[src/hdl/assert_macros.svh]
// Assertion macros used by the framer controller
`ifndef ASSERT_MACROS_SVH
`define ASSERT_MACROS_SVH
// Implication checked on every rising clock edge outside reset
`define ASSERT_IMPLIES(label, clk, rst, ante, cons, msg) \
   label: assert property (@(posedge clk) disable iff (rst) (ante) |-> (cons)) else $error(msg);
// Next-cycle implication checked outside reset
`define ASSERT_NEXT(label, clk, rst, ante, cons, msg) \
   label: assert property (@(posedge clk) disable iff (rst) (ante) |=> (cons)) else $error(msg);
`endif

[src/hdl/gcpf_pkg.sv]
// Package: types and constants of the command packet framer
`timescale 1ns / 1ps
package gcpf_pkg;
   localparam logic [2:0] KIND_NONE = 3'd0;
   localparam logic [2:0] KIND_VRAM_WR = 3'd1;
   localparam logic [2:0] KIND_VRAM_RD = 3'd2;
   localparam logic [2:0] KIND_PACKET = 3'd3;
   localparam logic [2:0] KIND_SETTING = 3'd4;
   localparam logic [2:0] KIND_IRQ = 3'd5;

   localparam logic [1:0] MODE_NORMAL = 2'd0;
   localparam logic [1:0] MODE_TO_VRAM = 2'd1;
   localparam logic [1:0] MODE_FROM_VRAM = 2'd2;

   localparam logic [7:0] OP_IRQ = 8'h1f;
   localparam logic [7:0] OP_TO_VRAM = 8'ha0;
   localparam logic [7:0] OP_FROM_VRAM = 8'hc0;
   localparam logic [7:0] OP_SET_FIRST = 8'he1;
   localparam logic [7:0] OP_SET_LAST = 8'he6;
   localparam logic [31:0] POLY_END_A = 32'h5555_5555;
   localparam logic [31:0] POLY_END_B = 32'h5000_5000;
   localparam logic [15:0] MASK_BIT = 16'h8000;

   typedef enum logic [2:0] {
      ST_IDLE,
      ST_DECODE,
      ST_EMIT,
      ST_HALF0,
      ST_HALF1
   } state_type;

   // controller -> datapath
   typedef struct packed {
      logic load;      // capture input item
      logic decode;    // run normal-mode decode on held word
      logic emit;      // packet word taken: step the emit index
      logic emit_done; // finish packet: texture, transfer, polyline
      logic half;      // transfer halfword taken: step position
      logic half_hi;   // which halfword of the word
   } dp_cmd_type;

   // datapath -> controller
   typedef struct packed {
      logic is_read;
      logic [1:0] mode;
      logic complete;   // held word completes a packet
      logic single;     // held word gives one immediate result
      logic emit_last;  // emit index is at final word
      logic xfer_end;   // next step ends the transfer
   } dp_status_type;

   function automatic logic [3:0] packet_words(input logic [7:0] op);
      logic [7:0] g;
      logic [3:0] n;
      g = op & 8'hfc;
      n = 4'd0;
      if (op == 8'h02) n = 4'd3;
      else if (g == 8'h20) n = 4'd4;
      else if (g == 8'h24) n = 4'd7;
      else if (g == 8'h28) n = 4'd5;
      else if (g == 8'h2c) n = 4'd9;
      else if (g == 8'h30) n = 4'd6;
      else if (g == 8'h34) n = 4'd9;
      else if (g == 8'h38) n = 4'd8;
      else if (g == 8'h3c) n = 4'd12;
      else if (g == 8'h40) n = 4'd3;
      else if (op == 8'h48 || op == 8'h4a || op == 8'h4c || op == 8'h4e) n = 4'd3;
      else if (g == 8'h50) n = 4'd4;
      else if (op == 8'h58 || op == 8'h5a || op == 8'h5c || op == 8'h5e) n = 4'd4;
      else if (g == 8'h60) n = 4'd3;
      else if (g == 8'h64) n = 4'd4;
      else if (g == 8'h68) n = 4'd2;
      else if (g == 8'h6c) n = 4'd3;
      else if (g == 8'h70) n = 4'd2;
      else if (g == 8'h74) n = 4'd3;
      else if (g == 8'h78) n = 4'd2;
      else if (g == 8'h7c) n = 4'd3;
      else if (op == 8'h80) n = 4'd4;
      else if (op == OP_TO_VRAM || op == OP_FROM_VRAM) n = 4'd3;
      return n;
   endfunction

   function automatic logic is_polyline(input logic [7:0] op);
      return (op & 8'he9) == 8'h48;
   endfunction
endpackage

[src/hdl/gcpf_ctrl.sv]
// Controller state machine of the command packet framer
`timescale 1ns / 1ps
`include "assert_macros.svh"
module gcpf_ctrl (
   input  logic clock,
   input  logic reset,
   input  logic in_valid,
   output logic in_ready,
   output logic out_valid,
   input  logic out_ready,
   output logic out_last,
   output gcpf_pkg::dp_cmd_type cmd,
   input  gcpf_pkg::dp_status_type sts
);
   gcpf_pkg::state_type state_ff, state_in;
   logic fire;

   assign fire = out_valid & out_ready;

   always_comb begin
      state_in = state_ff;
      unique case (state_ff)
         gcpf_pkg::ST_IDLE: if (in_valid) state_in = gcpf_pkg::ST_DECODE;
         gcpf_pkg::ST_DECODE: begin
            if (sts.is_read) begin
               state_in = (sts.mode == gcpf_pkg::MODE_FROM_VRAM) ?
                          gcpf_pkg::ST_HALF0 : gcpf_pkg::ST_IDLE;
            end else if (sts.mode == gcpf_pkg::MODE_TO_VRAM) begin
               state_in = gcpf_pkg::ST_HALF0;
            end else if (sts.single) begin
               if (fire) state_in = gcpf_pkg::ST_IDLE;
            end else if (sts.complete) begin
               state_in = gcpf_pkg::ST_EMIT;
            end else begin
               state_in = gcpf_pkg::ST_IDLE;
            end
         end
         gcpf_pkg::ST_EMIT: if (fire && sts.emit_last) state_in = gcpf_pkg::ST_IDLE;
         gcpf_pkg::ST_HALF0: begin
            if (fire) state_in = sts.xfer_end ? gcpf_pkg::ST_IDLE : gcpf_pkg::ST_HALF1;
         end
         gcpf_pkg::ST_HALF1: if (fire) state_in = gcpf_pkg::ST_IDLE;
         default: state_in = gcpf_pkg::ST_IDLE;
      endcase
   end

   always_comb begin
      in_ready = 1'b0;
      out_valid = 1'b0;
      out_last = 1'b0;
      cmd = '0;
      unique case (state_ff)
         gcpf_pkg::ST_IDLE: begin
            in_ready = 1'b1;
            cmd.load = in_valid;
         end
         gcpf_pkg::ST_DECODE: begin
            if (!sts.is_read && sts.mode != gcpf_pkg::MODE_TO_VRAM && sts.single) begin
               out_valid = 1'b1;
               out_last = 1'b1;
               cmd.decode = fire;
            end else if (!sts.is_read && sts.mode != gcpf_pkg::MODE_TO_VRAM) begin
               cmd.decode = 1'b1;
            end
         end
         gcpf_pkg::ST_EMIT: begin
            out_valid = 1'b1;
            out_last = sts.emit_last;
            cmd.emit = fire;
            cmd.emit_done = fire & sts.emit_last;
         end
         gcpf_pkg::ST_HALF0: begin
            out_valid = 1'b1;
            out_last = sts.xfer_end;
            cmd.half = fire;
         end
         gcpf_pkg::ST_HALF1: begin
            out_valid = 1'b1;
            out_last = 1'b1;
            cmd.half = fire;
            cmd.half_hi = 1'b1;
         end
         default: ;
      endcase
   end

   always_ff @(posedge clock) begin
      if (reset) state_ff <= gcpf_pkg::ST_IDLE;
      else state_ff <= state_in;
   end

   `ASSERT_IMPLIES(a_ready_idle, clock, reset, in_ready, state_ff == gcpf_pkg::ST_IDLE, "ready outside idle")
   `ASSERT_NEXT(a_load_decode, clock, reset, cmd.load, state_ff == gcpf_pkg::ST_DECODE, "load did not decode")
   `ASSERT_IMPLIES(a_no_overlap, clock, reset, in_ready, !out_valid, "result with ready")
endmodule

[src/hdl/gcpf_dp.sv]
// Datapath of the command packet framer: packet store, draw state, transfer stepping
`timescale 1ns / 1ps
module gcpf_dp #(
   parameter int MAX_PACKET_WORDS = 12
) (
   input  logic clock,
   input  logic reset,
   input  logic color_depth_24,
   input  logic in_command,
   input  logic [31:0] in_word,
   input  gcpf_pkg::dp_cmd_type cmd,
   output gcpf_pkg::dp_status_type sts,
   output logic [2:0] out_kind,
   output logic [18:0] out_vram_address,
   output logic [15:0] out_vram_data,
   output logic out_skip_if_masked,
   output logic out_read_half_high,
   output logic [7:0] out_packet_opcode,
   output logic [3:0] out_packet_index,
   output logic [31:0] out_payload
);
   localparam int IW = $clog2(MAX_PACKET_WORDS);
   localparam int CW = $clog2(MAX_PACKET_WORDS + 1);

   logic [31:0] store_ff [MAX_PACKET_WORDS];
   logic is_read_ff;
   logic [31:0] word_ff;
   logic [1:0] mode_ff;
   logic [CW-1:0] plen_ff;
   logic [7:0] pcode_ff;
   logic [3:0] elen_ff;
   logic [CW-1:0] eidx_ff;
   logic [9:0] ox_ff;
   logic [8:0] oy_ff;
   logic [10:0] cw_ff;
   logic [9:0] ch_ff;
   logic [10:0] sx_ff;
   logic [9:0] sy_ff;
   logic fmask_ff, cmask_ff, irq_ff;
   logic [13:0] dmode_ff;
   logic [19:0] twin_ff, atl_ff, abr_ff;
   logic [21:0] doff_ff;
   logic [14:0] tpal_ff;

   logic [7:0] op;
   logic [3:0] len;
   logic is_set, is_term;
   logic [CW-1:0] plen_inc;
   logic [10:0] sx_inc;
   logic [9:0] sy_inc;
   logic x_wrap, y_end;
   logic [9:0] ax;
   logic [8:0] ay;
   logic [15:0] mbit;
   logic [31:0] eword;

   assign op = (plen_ff == '0) ? word_ff[31:24] : pcode_ff;
   assign len = gcpf_pkg::packet_words(op);
   assign is_set = (op >= gcpf_pkg::OP_SET_FIRST) && (op <= gcpf_pkg::OP_SET_LAST);
   assign is_term = gcpf_pkg::is_polyline(op) &&
                    (word_ff == gcpf_pkg::POLY_END_A || word_ff == gcpf_pkg::POLY_END_B);
   assign plen_inc = (plen_ff < CW'(MAX_PACKET_WORDS)) ? plen_ff + 1'b1 : plen_ff;

   assign sx_inc = sx_ff + 11'd1;
   assign x_wrap = sx_inc >= cw_ff;
   assign sy_inc = sy_ff + 10'd1;
   assign y_end = x_wrap && (sy_inc >= ch_ff);
   assign ax = ox_ff + sx_ff[9:0];
   assign ay = oy_ff + sy_ff[8:0];
   assign mbit = (fmask_ff && !color_depth_24) ? gcpf_pkg::MASK_BIT : 16'd0;
   assign eword = store_ff[eidx_ff[IW-1:0]];

   assign sts.is_read = is_read_ff;
   assign sts.mode = mode_ff;
   assign sts.single = (op == gcpf_pkg::OP_IRQ) || is_set;
   assign sts.complete = (len != 4'd0) && !is_term && ({1'b0, plen_inc} >= (CW+1)'(len));
   assign sts.emit_last = ({1'b0, eidx_ff} + 1'b1) >= (CW+1)'(elen_ff);
   assign sts.xfer_end = y_end;

   always_comb begin
      out_kind = gcpf_pkg::KIND_NONE;
      out_vram_address = '0;
      out_vram_data = '0;
      out_skip_if_masked = 1'b0;
      out_read_half_high = 1'b0;
      out_packet_opcode = '0;
      out_packet_index = '0;
      out_payload = '0;
      if (mode_ff == gcpf_pkg::MODE_TO_VRAM && !is_read_ff) begin
         out_kind = gcpf_pkg::KIND_VRAM_WR;
         out_vram_address = {ay, ax};
         out_vram_data = (cmd.half_hi ? word_ff[31:16] : word_ff[15:0]) | mbit;
         out_skip_if_masked = cmask_ff;
      end else if (is_read_ff) begin
         out_kind = gcpf_pkg::KIND_VRAM_RD;
         out_vram_address = {ay, ax};
         out_read_half_high = cmd.half_hi | y_end;
      end else if (op == gcpf_pkg::OP_IRQ) begin
         out_kind = gcpf_pkg::KIND_IRQ;
         out_packet_opcode = op;
      end else if (is_set) begin
         out_kind = gcpf_pkg::KIND_SETTING;
         out_packet_opcode = op;
         out_payload = {8'd0, word_ff[23:0]};
      end else begin
         out_kind = gcpf_pkg::KIND_PACKET;
         out_packet_opcode = pcode_ff;
         out_packet_index = 4'(eidx_ff);
         out_payload = eword;
      end
   end

   always_ff @(posedge clock) begin
      if (cmd.load) begin
         is_read_ff <= in_command;
         word_ff <= in_word;
      end
      if (cmd.decode && !sts.single && len != 4'd0 && !is_term &&
          plen_ff < CW'(MAX_PACKET_WORDS)) begin
         store_ff[plen_ff[IW-1:0]] <= word_ff;
      end
      if (cmd.emit_done && gcpf_pkg::is_polyline(pcode_ff)) begin
         store_ff[0] <= store_ff[(elen_ff == 4'd3) ? IW'(0) : IW'(2)];
         store_ff[1] <= store_ff[(elen_ff == 4'd3) ? IW'(2) : IW'(3)];
      end
   end

   always_ff @(posedge clock) begin
      if (reset) begin
         mode_ff <= gcpf_pkg::MODE_NORMAL;
         plen_ff <= '0;
         pcode_ff <= '0;
         elen_ff <= '0;
         eidx_ff <= '0;
         ox_ff <= '0;
         oy_ff <= '0;
         cw_ff <= 11'd1;
         ch_ff <= 10'd1;
         sx_ff <= '0;
         sy_ff <= '0;
         fmask_ff <= 1'b0;
         cmask_ff <= 1'b0;
         irq_ff <= 1'b0;
         dmode_ff <= '0;
         twin_ff <= '0;
         atl_ff <= '0;
         abr_ff <= '0;
         doff_ff <= '0;
         tpal_ff <= '0;
      end else begin
         if (cmd.decode) begin
            pcode_ff <= op;
            if (op == gcpf_pkg::OP_IRQ) begin
               irq_ff <= 1'b1;
            end else if (is_set) begin
               unique case (op[2:0])
                  3'd1: dmode_ff <= word_ff[13:0];
                  3'd2: twin_ff <= word_ff[19:0];
                  3'd3: atl_ff <= word_ff[19:0];
                  3'd4: abr_ff <= word_ff[19:0];
                  3'd5: doff_ff <= word_ff[21:0];
                  3'd6: begin
                     fmask_ff <= word_ff[0];
                     cmask_ff <= word_ff[1];
                  end
                  default: ;
               endcase
            end else if (len != 4'd0) begin
               if (is_term) plen_ff <= '0;
               else plen_ff <= plen_inc;
               elen_ff <= len;
               eidx_ff <= '0;
            end
         end
         if (cmd.emit) eidx_ff <= eidx_ff + 1'b1;
         if (cmd.emit_done) begin
            // polylines keep last colour and point as the next segment's start
            plen_ff <= gcpf_pkg::is_polyline(pcode_ff) ? CW'(2) : CW'(0);
            if ((pcode_ff & 8'hfc) == 8'h24 || (pcode_ff & 8'hfc) == 8'h2c ||
                (pcode_ff & 8'hfc) == 8'h34 || (pcode_ff & 8'hfc) == 8'h3c ||
                (pcode_ff & 8'he4) == 8'h64) begin
               tpal_ff <= store_ff[2][30:16];
            end
            if ((pcode_ff & 8'hfc) == 8'h24 || (pcode_ff & 8'hfc) == 8'h2c) begin
               dmode_ff <= {dmode_ff[13:12], store_ff[4][27], dmode_ff[10:9],
                            store_ff[4][24:16]};
            end
            if ((pcode_ff & 8'hfc) == 8'h34 || (pcode_ff & 8'hfc) == 8'h3c) begin
               dmode_ff <= {dmode_ff[13:12], store_ff[5][27], dmode_ff[10:9],
                            store_ff[5][24:16]};
            end
            if (pcode_ff == gcpf_pkg::OP_TO_VRAM || pcode_ff == gcpf_pkg::OP_FROM_VRAM) begin
               ox_ff <= store_ff[1][9:0];
               oy_ff <= store_ff[1][24:16];
               cw_ff <= {1'b0, store_ff[2][9:0] - 10'd1} + 11'd1;
               ch_ff <= {1'b0, store_ff[2][24:16] - 9'd1} + 10'd1;
               sx_ff <= '0;
               sy_ff <= '0;
               mode_ff <= (pcode_ff == gcpf_pkg::OP_TO_VRAM) ?
                          gcpf_pkg::MODE_TO_VRAM : gcpf_pkg::MODE_FROM_VRAM;
            end
         end
         if (cmd.half) begin
            if (x_wrap) begin
               sx_ff <= '0;
               if (y_end) begin
                  sy_ff <= '0;
                  mode_ff <= gcpf_pkg::MODE_NORMAL;
               end else begin
                  sy_ff <= sy_inc;
               end
            end else begin
               sx_ff <= sx_inc;
            end
         end
      end
   end
endmodule

[src/hdl/gpu_command_packet_framer_core.sv]
// Top level: graphics command port with packet framing and VRAM transfers
// Timing: settings and interrupts present their result in the cycle after the item is accepted;
// packet words and transfer halfwords follow decode; no-result items pass decode back to idle.
// Throughput: one item at a time; a transfer word gives one response per transferred
// halfword, a completed packet one response per emitted word (up to 12).
// Reset: synchronous active high; clears mode, draw state and counters; packet store unreset.
`timescale 1ns / 1ps
module gpu_command_packet_framer_core #(
   parameter int MAX_PACKET_WORDS = 12
) (
   input  logic clock,
   input  logic reset,
   input  logic csr_we,
   input  logic csr_wdata,
   input  logic req_tvalid,
   output logic req_tready,
   input  logic [31:0] req_tdata,  // word
   input  logic req_tuser,         // command (0 write, 1 read)
   output logic rsp_tvalid,
   input  logic rsp_tready,
   // [18:0] vram_address, [34:19] vram_data, [35] skip_if_masked, [36] read_half_high,
   // [44:37] packet_opcode, [48:45] packet_index, [80:49] payload
   output logic [87:0] rsp_tdata,
   output logic [2:0] rsp_tuser,   // kind
   output logic rsp_tlast
);
   // 24-bit colour mode register
   logic cd24_ff;
   gcpf_pkg::dp_cmd_type cmd;
   gcpf_pkg::dp_status_type sts;
   logic [2:0] kind;
   logic [18:0] addr;
   logic [15:0] vdata;
   logic skip, hhi;
   logic [7:0] pop;
   logic [3:0] pidx;
   logic [31:0] pay;

   always_ff @(posedge clock) begin
      if (reset) cd24_ff <= 1'b0;
      else if (csr_we) cd24_ff <= csr_wdata;
   end

   gcpf_ctrl u_ctrl (
      .clock(clock), .reset(reset),
      .in_valid(req_tvalid), .in_ready(req_tready),
      .out_valid(rsp_tvalid), .out_ready(rsp_tready), .out_last(rsp_tlast),
      .cmd(cmd), .sts(sts)
   );

   gcpf_dp #(.MAX_PACKET_WORDS(MAX_PACKET_WORDS)) u_dp (
      .clock(clock), .reset(reset), .color_depth_24(cd24_ff),
      .in_command(req_tuser), .in_word(req_tdata),
      .cmd(cmd), .sts(sts),
      .out_kind(kind), .out_vram_address(addr), .out_vram_data(vdata),
      .out_skip_if_masked(skip), .out_read_half_high(hhi),
      .out_packet_opcode(pop), .out_packet_index(pidx), .out_payload(pay)
   );

   assign rsp_tdata = {7'd0, pay, pidx, pop, hhi, skip, vdata, addr};
   assign rsp_tuser = kind;
endmodule
[config.mk]
export PLATFORM = sky130hd
export DESIGN_NAME = gpu_command_packet_framer_core
export DESIGN_NICKNAME = d
export VERILOG_FILES = /design/src/hdl/gcpf_pkg.sv /design/src/hdl/gcpf_ctrl.sv /design/src/hdl/gcpf_dp.sv /design/src/hdl/gpu_command_packet_framer_core.sv
export VERILOG_INCLUDE_DIRS = /design/src /design/src/hdl
export SDC_FILE = /design/constraint.sdc
export NUM_CORES = 1
export LEC_CHECK = 0
export BUFFER_PORTS_ARGS = -buffer_cell sky130_fd_sc_hd__buf_2
export CORE_AREA = 2 2 174 244
export DETAILED_ROUTE_END_ITERATION = 10
export DIE_AREA = 0 0 176 246
export GPL_TIMING_DRIVEN = 0
export PLACE_DENSITY_LB_ADDON = 0.3
export SYNTH_ARGS = -nofsm -noshare
export SYNTH_HDL_FRONTEND = slang
export SYNTH_HIERARCHICAL = 1
export SYNTH_SLANG_ARGS = --single-unit
[constraint.sdc]
create_clock -name clock -period 13.95 [get_ports clock]
set_input_delay 2.79 -clock clock [delete_from_list [all_inputs] [get_ports clock]]
set_output_delay 2.79 -clock clock [all_outputs]
set_load 0.05 [all_outputs]
Word-level counts from Yosys, hierarchy flattened. Memories as Yosys holds them, arrays and structs flattened. A register that Yosys moved wholly into a read port is not among the register bits. Index checks and enable logic that the tools add are counted.

Reductions and logical operators: 48. Eq/ne operators: 53. $add $sub $neg: 11. Bitwise operators: 6. Magnitude comparators: 7. Muxes and demuxes: 109.

Operators with widths (number): $mux 4 (41); $mux 32 (5); $eq 32x31->1 const B (2); $eq 8x7->1 const B (8); $eq 6x5->1 const B (10); $mux 10 (5); $eq 6x4->1 const B (8); $mux 16 (3); $mux 11 (4); $eq 8x8->1 const B (5); $mux 8 (5); $mux 19 (2); $mux 3 (12); $reduce_or 32->1 (1); $mux 2 (12); $mux 1 (17); $or 16x16->16 (1); $reduce_and 4->1 (4); $logic_and 1x1->1 (15); $pmux 3 s5 (1); $reduce_bool 2->1 (6); $add 10x1->11 const B (1); $add 11x1->11 const B (1); $ge 11x11->1 (1); other kinds (39) (64).

RAM bits: 384. Input port bits: 39. Bits in registers: 103. Output and inout bits: 94. Memories kept: 1. Logic and storage cells: 250.

Memories: u_dp.store_ff (depth 12, bits a word 32, read ports 5, clocked after memory_dff 2, wr ports 2, line gcpf_dp.sv:25) `logic [31:0] store_ff [MAX_PACKET_WORDS];`.

Logic depth before layout (Yosys ltp). Gate-level depths: netlist of the first run.

Word-level depth: 35. Gate-level depth with buffers: 21. Depth with buffers taken out: 18.

By module. The synthesis of the first run kept the hierarchy.

By module, submodules not included: gcpf_dp (times used 1, area an instance 23939.2 µm², cells an instance 1818); gcpf_ctrl (times used 1, area an instance 327.8 µm², cells an instance 51); gpu_command_packet_framer_core (times used 1, area an instance 105.1 µm², cells an instance 13).

Worst setup path after synthesis of the first run. OpenSTA, ideal clock, no wires.

Path type: flip-flop to output port. Start: register u_dp.plen_ff[0]. End: output port rsp_tdata[39]. Path buffers: 1. Slack: 7.783 ns. Data required time: 11.160 ns. Cell stages (with the launch flop): 12. Data arrival time: 3.377 ns. Cells stage by stage: dfxtp_1 -> inv_1 -> ha_1 -> nor3b_2 -> buf_6 -> mux2i_1 -> nand2_1 -> nor3_2 -> nor2_2 -> inv_1 -> nor2_1 -> a211oi_1.

Word-level cells in the longest chain between the ends: 8. Elaborated cells between the ends (all ways): 10. Classes of those cells: order compare (2); eq/ne (1); mux (5); reduce/logical (2).

RTL lines: from (decl) (line gcpf_dp.sv:29) `logic [CW-1:0] plen_ff;`; from (signal assigned) (line gcpf_dp.sv:170) `else plen_ff <= plen_inc;`; from (signal assigned) (line gcpf_dp.sv:178) `plen_ff <= gcpf_pkg::is_polyline(pcode_ff) ? CW'(2) : CW'(0);`; $logic_not 4->1 * (line gcpf_dp.sv:57) `assign op = (plen_ff == '0) ? word_ff[31:24] : pcode_ff;`; $mux 8 * (line gcpf_dp.sv:57); $ge 8x8->1 / $le 8x8->1 (equally long branches) (line gcpf_dp.sv:59) `assign is_set = (op >= gcpf_pkg::OP_SET_FIRST) && (op <= gcpf_pkg::OP_SET_LAST);`; $logic_and 1x1->1 (line gcpf_dp.sv:59); $mux 8 (line gcpf_dp.sv:101) `end else if (is_set) begin`; $mux 8 * (line gcpf_dp.sv:98) `end else if (op == gcpf_pkg::OP_IRQ) begin`; $mux 8 * (line gcpf_dp.sv:94) `end else if (is_read_ff) begin`; $mux 8 * (line gcpf_dp.sv:89) `if (mode_ff == gcpf_pkg::MODE_TO_VRAM && !is_read_ff) begin`; to (decl) (line gpu_command_packet_framer_core.sv:23) `output logic [87:0] rsp_tdata,`.

Every way passes the cells marked *; elsewhere a longest branch is shown, timed or not.

Worst setup path after layout of the first run.
Start: register u_dp.sx_ff[1]. End: output port rsp_tlast.

Word-level cells in the longest chain between the ends: 4.

RTL lines: from (decl) (line gcpf_dp.sv:37) `logic [10:0] sx_ff;`; from (signal assigned) (line gcpf_dp.sv:213) `sx_ff <= sx_inc;`; $add 11x1->11 (line gcpf_dp.sv:64) `assign sx_inc = sx_ff + 11'd1;`; $ge 11x11->1 (line gcpf_dp.sv:65) `assign x_wrap = sx_inc >= cw_ff;`; $logic_and 1x1->1 (line gcpf_dp.sv:67) `assign y_end = x_wrap && (sy_inc >= ch_ff);`; named net u_dp.y_end (line gcpf_dp.sv:51) `logic x_wrap, y_end;`; $pmux 1 s4 (line gcpf_ctrl.sv:52) `unique case (state_ff)`; to (decl) (line gpu_command_packet_framer_core.sv:25) `output logic rsp_tlast`.

The timed path passes the listed nets, and every way through them passes these cells.

==> flow_summary.yaml, run 1 <==
clock_tree:
  path_clk_slew_ns: 0.06
  root_buffer: "clkbuf_16"
  clockBufferDepth: 3
  clk_latency_ns: 0.58
  numCtsBuffers: 47
  clock-sinks: 510
  htreeDepth: 2
  cts_tree: "done"
  cts_setup_buffers: 0
  ctsResizeCount: 0
  hold_buffers: 0
detailed_routing:
  wl_per_cell_um: 25.4
  vias: 16900
  first_pass_iters: 6
  drc: 0
  detail_route.iter0.violations: 1906
  via_per_inst: 6.39
  drt_wl_total_um: 67300
  antenna_left: 0
floorplanning:
  fp-row-count: 88
  io_pins: 133
  dieHeight_um: 246
  die_w_um: 176
  core_um2: 41100
  dieArea_um2: 43300
  start_util_pct: 59.3
placement:
  port_buffers: 125
  pre_cts_ws_ns: 7.20
  dp_hpwl_um: 47600
  routabilityCongestion: 0.930
  place_area_um2: 26000
power_and_ir_drop:
  p_total_mw: 3.30
  powerDensity_nw_per_um2: 120
  ir_worst_vdd_v: 0.000112
  leakagePower_nw: 9.46
logic_synthesis:
  yosysUniqueCellTypes: 80
  ys_ff_latch: 510
  synth-seq-area-share_pct: 59.0
  ys_top_cells_by_count: "edfxtp_1, nand2_1, nor2_1"
  postSynthAreaPerCell_um2: 13.0
  post-synth-top-count-cell: "edfxtp_1"
  synth_top_area_cell: "edfxtp_1"
  yosys_warnings: 6
  syn_area_um2: 24400
  ys_async_sr_fraction_pct: 0
  synthCells: 1882
  synth.area.top_cells: "edfxtp_1, mux4_2, dfxtp_1"
  ys.flop_type: "edfxtp_1"
  synth_top_area_share_pct: 51.4
  synth_edf_count: 417
final_layout:
  final_area_um2: 27500
  area_growth_pct: 12.9
  drive_gt1_share_pct: 18.0
  nets: 2171
  fill_cells: 2897
min_path:
  min_path_type: "reg -> reg"
grt:
  overflow: 0
  grt_pass1_wl_um: 99800
  grt_max_degree: 33
  grt_pass1_vias: 17000
  antenna_found_initial: 1
  track_usage_pct: 31.2
timing:
  rsz0062_at_grt: "false"
  hold_ws_ns: 0.457
  hold_viol_final: 0
  finalSetupViolations: 0
  fin_tns_setup_ns: 0
  worst_pin_slew_ns: 1.12
  finalCritPeriodShare_pct: 53.1
  max_freq_mhz: 135
  maxSlewHeadroom_pct: 25.1
  skew_ns: 0.0178
  min_period_ns: 7.41
  slew_violations: 0
  layout_setup_ws_ns: 6.54
critical_path:
  end_kind: "output pin"
  critical_path_required_ns: 11.16
  worstSetupPathType: "reg -> out"
  path_max_fanout: 8
  cp-start-kind: "flop"
  cp_data_arrival_time_ns: 4.62
job:
  cap_violations: 0
run_status:
  outcome: "complete, no violations"
-- state kept, by name, indices dropped and copies added, names as in the netlist, named ones only --
register,count
u_dp/mode_ff,2
u_dp/fmask_ff,1
u_dp/sx_ff,11
u_dp/is_read_ff,1
u_dp/ch_ff,10
u_dp/cw_ff,11
u_dp/store_ff,384
u_dp/elen_ff,4
u_dp/plen_ff,4
u_dp/cmask_ff,1
u_dp/eidx_ff,4
u_ctrl/state_ff,3
u_dp/oy_ff,9
u_dp/ox_ff,10
u_dp/word_ff,32
u_dp/sy_ff,10
u_dp/pcode_ff,8
cd24_ff,1
-- path summary, 6_finish.rpt --
| kind | end | slack (ns) | cells past startpoint | start |
|---|---|---|---|---|
| setup reg to reg | u_dp/store_ff[9][17] | 8.23 | 17 | u_dp/plen_ff[0] |
| setup / recovery | rsp_tlast | 6.54 | 14 | u_dp/sx_ff[1] |
| hold / removal | u_dp/cw_ff[3] | 0.46 | 2 | u_dp/cw_ff[3] |
| hold reg to reg | u_dp/cw_ff[3] | 0.46 | 2 | u_dp/cw_ff[3] |
-- cells by family after synthesis --
group / share of synthesized area (%)
AOI/OAI and AO/OA: 8.45
xor gates and xnor gates: 1.90
adders and majority gates: 3.04
buffers and inverters: 3.29
DFF: 59.0
muxes: 13.6
other: 0.0154
and+or+nand+nor: 10.7
-- stage by stage --
stage | cells | utilization [%]
5_1_grt | 2651 | 67.0
3_3_place_gp | 2553 | 62.6
6_report | 2653 | 67.0
3_5_place_dp | 2565 | 63.3
2_1_floorplan | 1888 | -
4_1_cts | 2651 | 67.0
-- per-layer routing --
metal,up-vias,global-route usage [%],part of all wire (%)
met5,-,0,0
met4,0,17.1,5.6
met3,228,6.47,9.2
met2,969,53.7,50
met1,8295,36.8,35
li1,7449,-,-
-- layout make-up --
class                   instances  area (um^2)  area share (%)
multi-input cells            1196         9230            33.5
clock inverters                29          243           0.882
clock buffers                  57         1270            4.61
plain buffers                 131          609            2.21
repair buffers                137          918            3.34
well taps                     540          676            2.46
flip-flops and latches        510        14400            52.3
diodes                          2         5.00          0.0182
inverters                      51          191           0.696
-- report_power, final --
| part | total, mW | switching (mW) | internal (mW) |
|---|---|---|---|
| Clock | 1.26 | 0.560 | 0.704 |
| Sequential | 1.73 | 0.0473 | 1.68 |
| Combinational | 0.307 | 0.205 | 0.102 |
| Total | 3.30 | 0.812 | 2.49 |
-- placed cells by master (no fill, tap or decap), types with 26 or more instances in the layout --
master,count
xnor2_1,34
inv_1,50
ha_1,56
mux4_2,97
clkbuf_16,49
a22oi_1,26
clkbuf_1,88
mux2i_1,103
dfxtp_1,93
o21ai_0,84
edfxtp_1,417
nor2_1,128
nand2_1,237
buf_2,135
a21oi_1,81
-- critical path, stage by stage, from the launching register on --
cell and delay [ns]:
dfxtp_1 0.45, ha_1 0.28, and3_1 0.22, nand3_1 0.20, nor2_1 0.20, xor2_1 0.23
ha_1 0.28, o2111ai_1 0.13, o21ai_0 0.29, a21oi_1 0.72, nor2_1 0.25, buf_4 0.21
a22oi_1 0.21, o22ai_1 0.12, buf_2 0.22
Note: power is estimated with default switching activity, not from simulation.
==> run 2: changes to the inputs <==
- CORE_AREA: 2 2 174 244 -> 2 2 180 252
- DIE_AREA: 0 0 176 246 -> 0 0 182 254
- clock period: 13.95 -> 6.3 ns (I/O delays scaled with it)
==> flow_summary.yaml, run 2 (synthesis results as in run 1) <==
final_layout:
  fill_cells: 3253
  top_register: "u_dp/store_ff"
  drive_gt1_share_pct: 18.1
  largest_reg_flops: 384
  final_common_cell: "edfxtp_1"
  reg_top3: "u_dp/store_ff (384), u_dp/word_ff (32)"
  nets: 2173
  final_cell_mix: "edfxtp_1, nand2_1, buf_2"
  antenna_cells: 0
  area_growth_pct: 13.5
  final_area_um2: 27700
critical_path:
  worstSetupPathType: "reg -> out"
  path_depth: 14
  cp_data_arrival_time_ns: 4.60
  timing.rr.end: "u_dp/store_ff[8][17]"
  crit_path_end: "rsp_tlast"
  startpoint: "u_dp/sx_ff[1]"
  cp_slowest_cell: "a21oi_1"
  r2r_cells: 17
  path_max_fanout: 8
  critical_path_required_ns: 5.04
  max_stage_delay_ns: 0.68
  rrSetupSlack_ns: 0.65
  end_kind: "output pin"
  path_cells: "ha_1 -> and3_1 -> nand3_1 -> nor2_1 -> xor2_1 -> ha_1 -> o2111ai_1 -> o21ai_0 -> a21oi_1 -> nor2_1 -> buf_4 -> a22oi_1 -> o22ai_1 -> buf_2"
  reg2reg_from: "u_dp/plen_ff[0]"
  cp-start-kind: "flop"
  cp.buffers_inverters: 2
  crit_family: "compound AO/OA/AOI/OAI gates"
floorplanning:
  dieArea_um2: 46200
  io_pins: 133
  core_um2: 43900
  start_util_pct: 55.5
  die_w_um: 182
  dieHeight_um: 254
  fp-row-count: 91
placement:
  routabilityCongestion: 0.921
  dp_hpwl_um: 48100
  place_area_um2: 26000
  port_buffers: 125
clock_tree:
  root_buffer: "clkbuf_16"
  clockBufferDepth: 3
  numCtsBuffers: 48
  cts_tree: "done"
  htreeDepth: 2
  ctsResizeCount: 0
  cts_setup_buffers: 0
  clock-sinks: 510
  path_clk_slew_ns: 0.06
  hold_buffers: 0
  clk_latency_ns: 0.58
grt:
  grt_max_degree: 33
  track_usage_pct: 29.4
  antenna_found_initial: 0
  grt_pass1_vias: 16700
  grt_pass1_wl_um: 101000
  overflow: 0
timing:
  finalCritPeriodShare_pct: 93.1
  finalSetupViolations: 0
  slew_violations: 0
  skew_ns: 0.0157
  max_freq_mhz: 171
  min_period_ns: 5.86
  hold_viol_final: 0
  fin_tns_setup_ns: 0
  maxSlewHeadroom_pct: 26.1
  rsz0062_at_grt: "false"
  worst_pin_slew_ns: 1.10
power_and_ir_drop:
  ir_worst_vdd_v: 0.000290
  powerDensity_nw_per_um2: 271
  leakagePower_nw: 9.50
detailed_routing:
  vias: 16800
  antenna_left: 0
  detail_route.iter0.violations: 1676
  first_pass_iters: 6
  wl_per_cell_um: 25.3
  drt_wl_total_um: 67600
  drc: 0
  via_per_inst: 6.30
min_path:
  min_path_type: "reg -> reg"
job:
  cap_violations: 0
run_status:
  outcome: "complete, no violations"
[run 2: through the flow]
step	hold slack, ns	utilization, %	total power, mW	std cells	setup slack (ns)
after global placement	0.444	58.5	4.55	2571	-0.0618
final	0.453	62.9	7.51	2670	0.437
after floorplan	0.432	-	4.33	1888	1.66
after global routing	0.474	62.9	7.71	2670	0.0855
after detailed placement	0.445	59.2	4.57	2584	0.790
after CTS	0.454	62.9	7.53	2670	0.415
[run 2: layer usage]
layer	up-vias	share of wire (%)	GRT usage, %	routed length (um)
met2	892	51	51.7	34500
li1	7466	-	-	-
met5	-	0	0	0
met3	170	8.3	4.46	5590
met1	8295	36	35.8	24500
met4	0	4.5	13.6	3070
[run 2: where the power goes]
| part | internal [mW] | leakage (nW) | switching (mW) |
|---|---|---|---|
| sequential | 3.72 | 4.52 | 0.107 |
| clock | 1.76 | 0.785 | 1.23 |
| combinational | 0.225 | 4.20 | 0.457 |
[run 2: worst min-delay path by stage]
stage	from	end	cells after the start
6_report	u_dp/cw_ff[8]	u_dp/cw_ff[8]	2
2_1_floorplan	u_dp/ch_ff[3]	u_dp/ch_ff[3]	2
4_1_cts	u_dp/cw_ff[5]	u_dp/cw_ff[5]	2
3_5_place_dp	u_dp/cw_ff[8]	u_dp/cw_ff[8]	2
5_1_grt	u_dp/cw_ff[8]	u_dp/cw_ff[8]	2
3_3_place_gp	u_dp/cw_ff[8]	u_dp/cw_ff[8]	2
[run 2: final cells by class]
| type | count | area [um^2] | area share, % |
|---|---|---|---|
| buffer | 131 | 609 | 2.20 |
| inverter | 51 | 191 | 0.692 |
| clock inverter | 26 | 364 | 1.32 |
| sequential | 510 | 14400 | 52.0 |
| clock buffer | 60 | 1270 | 4.58 |
| timing repair buffer | 138 | 916 | 3.31 |
| tap | 558 | 698 | 2.52 |
| multi-input combinational | 1196 | 9230 | 33.4 |
[run 2: worst reg2reg max path, delay by kind of cell (launching register included)]
| family | cells | cell delay [ns] |
|---|---|---|
| buffers and inverters | 7 | 1.71 |
| adders and majority gates | 1 | 0.21 |
| muxes | 2 | 0.85 |
| and+or+nand+nor | 7 | 2.17 |
| DFF | 1 | 0.37 |
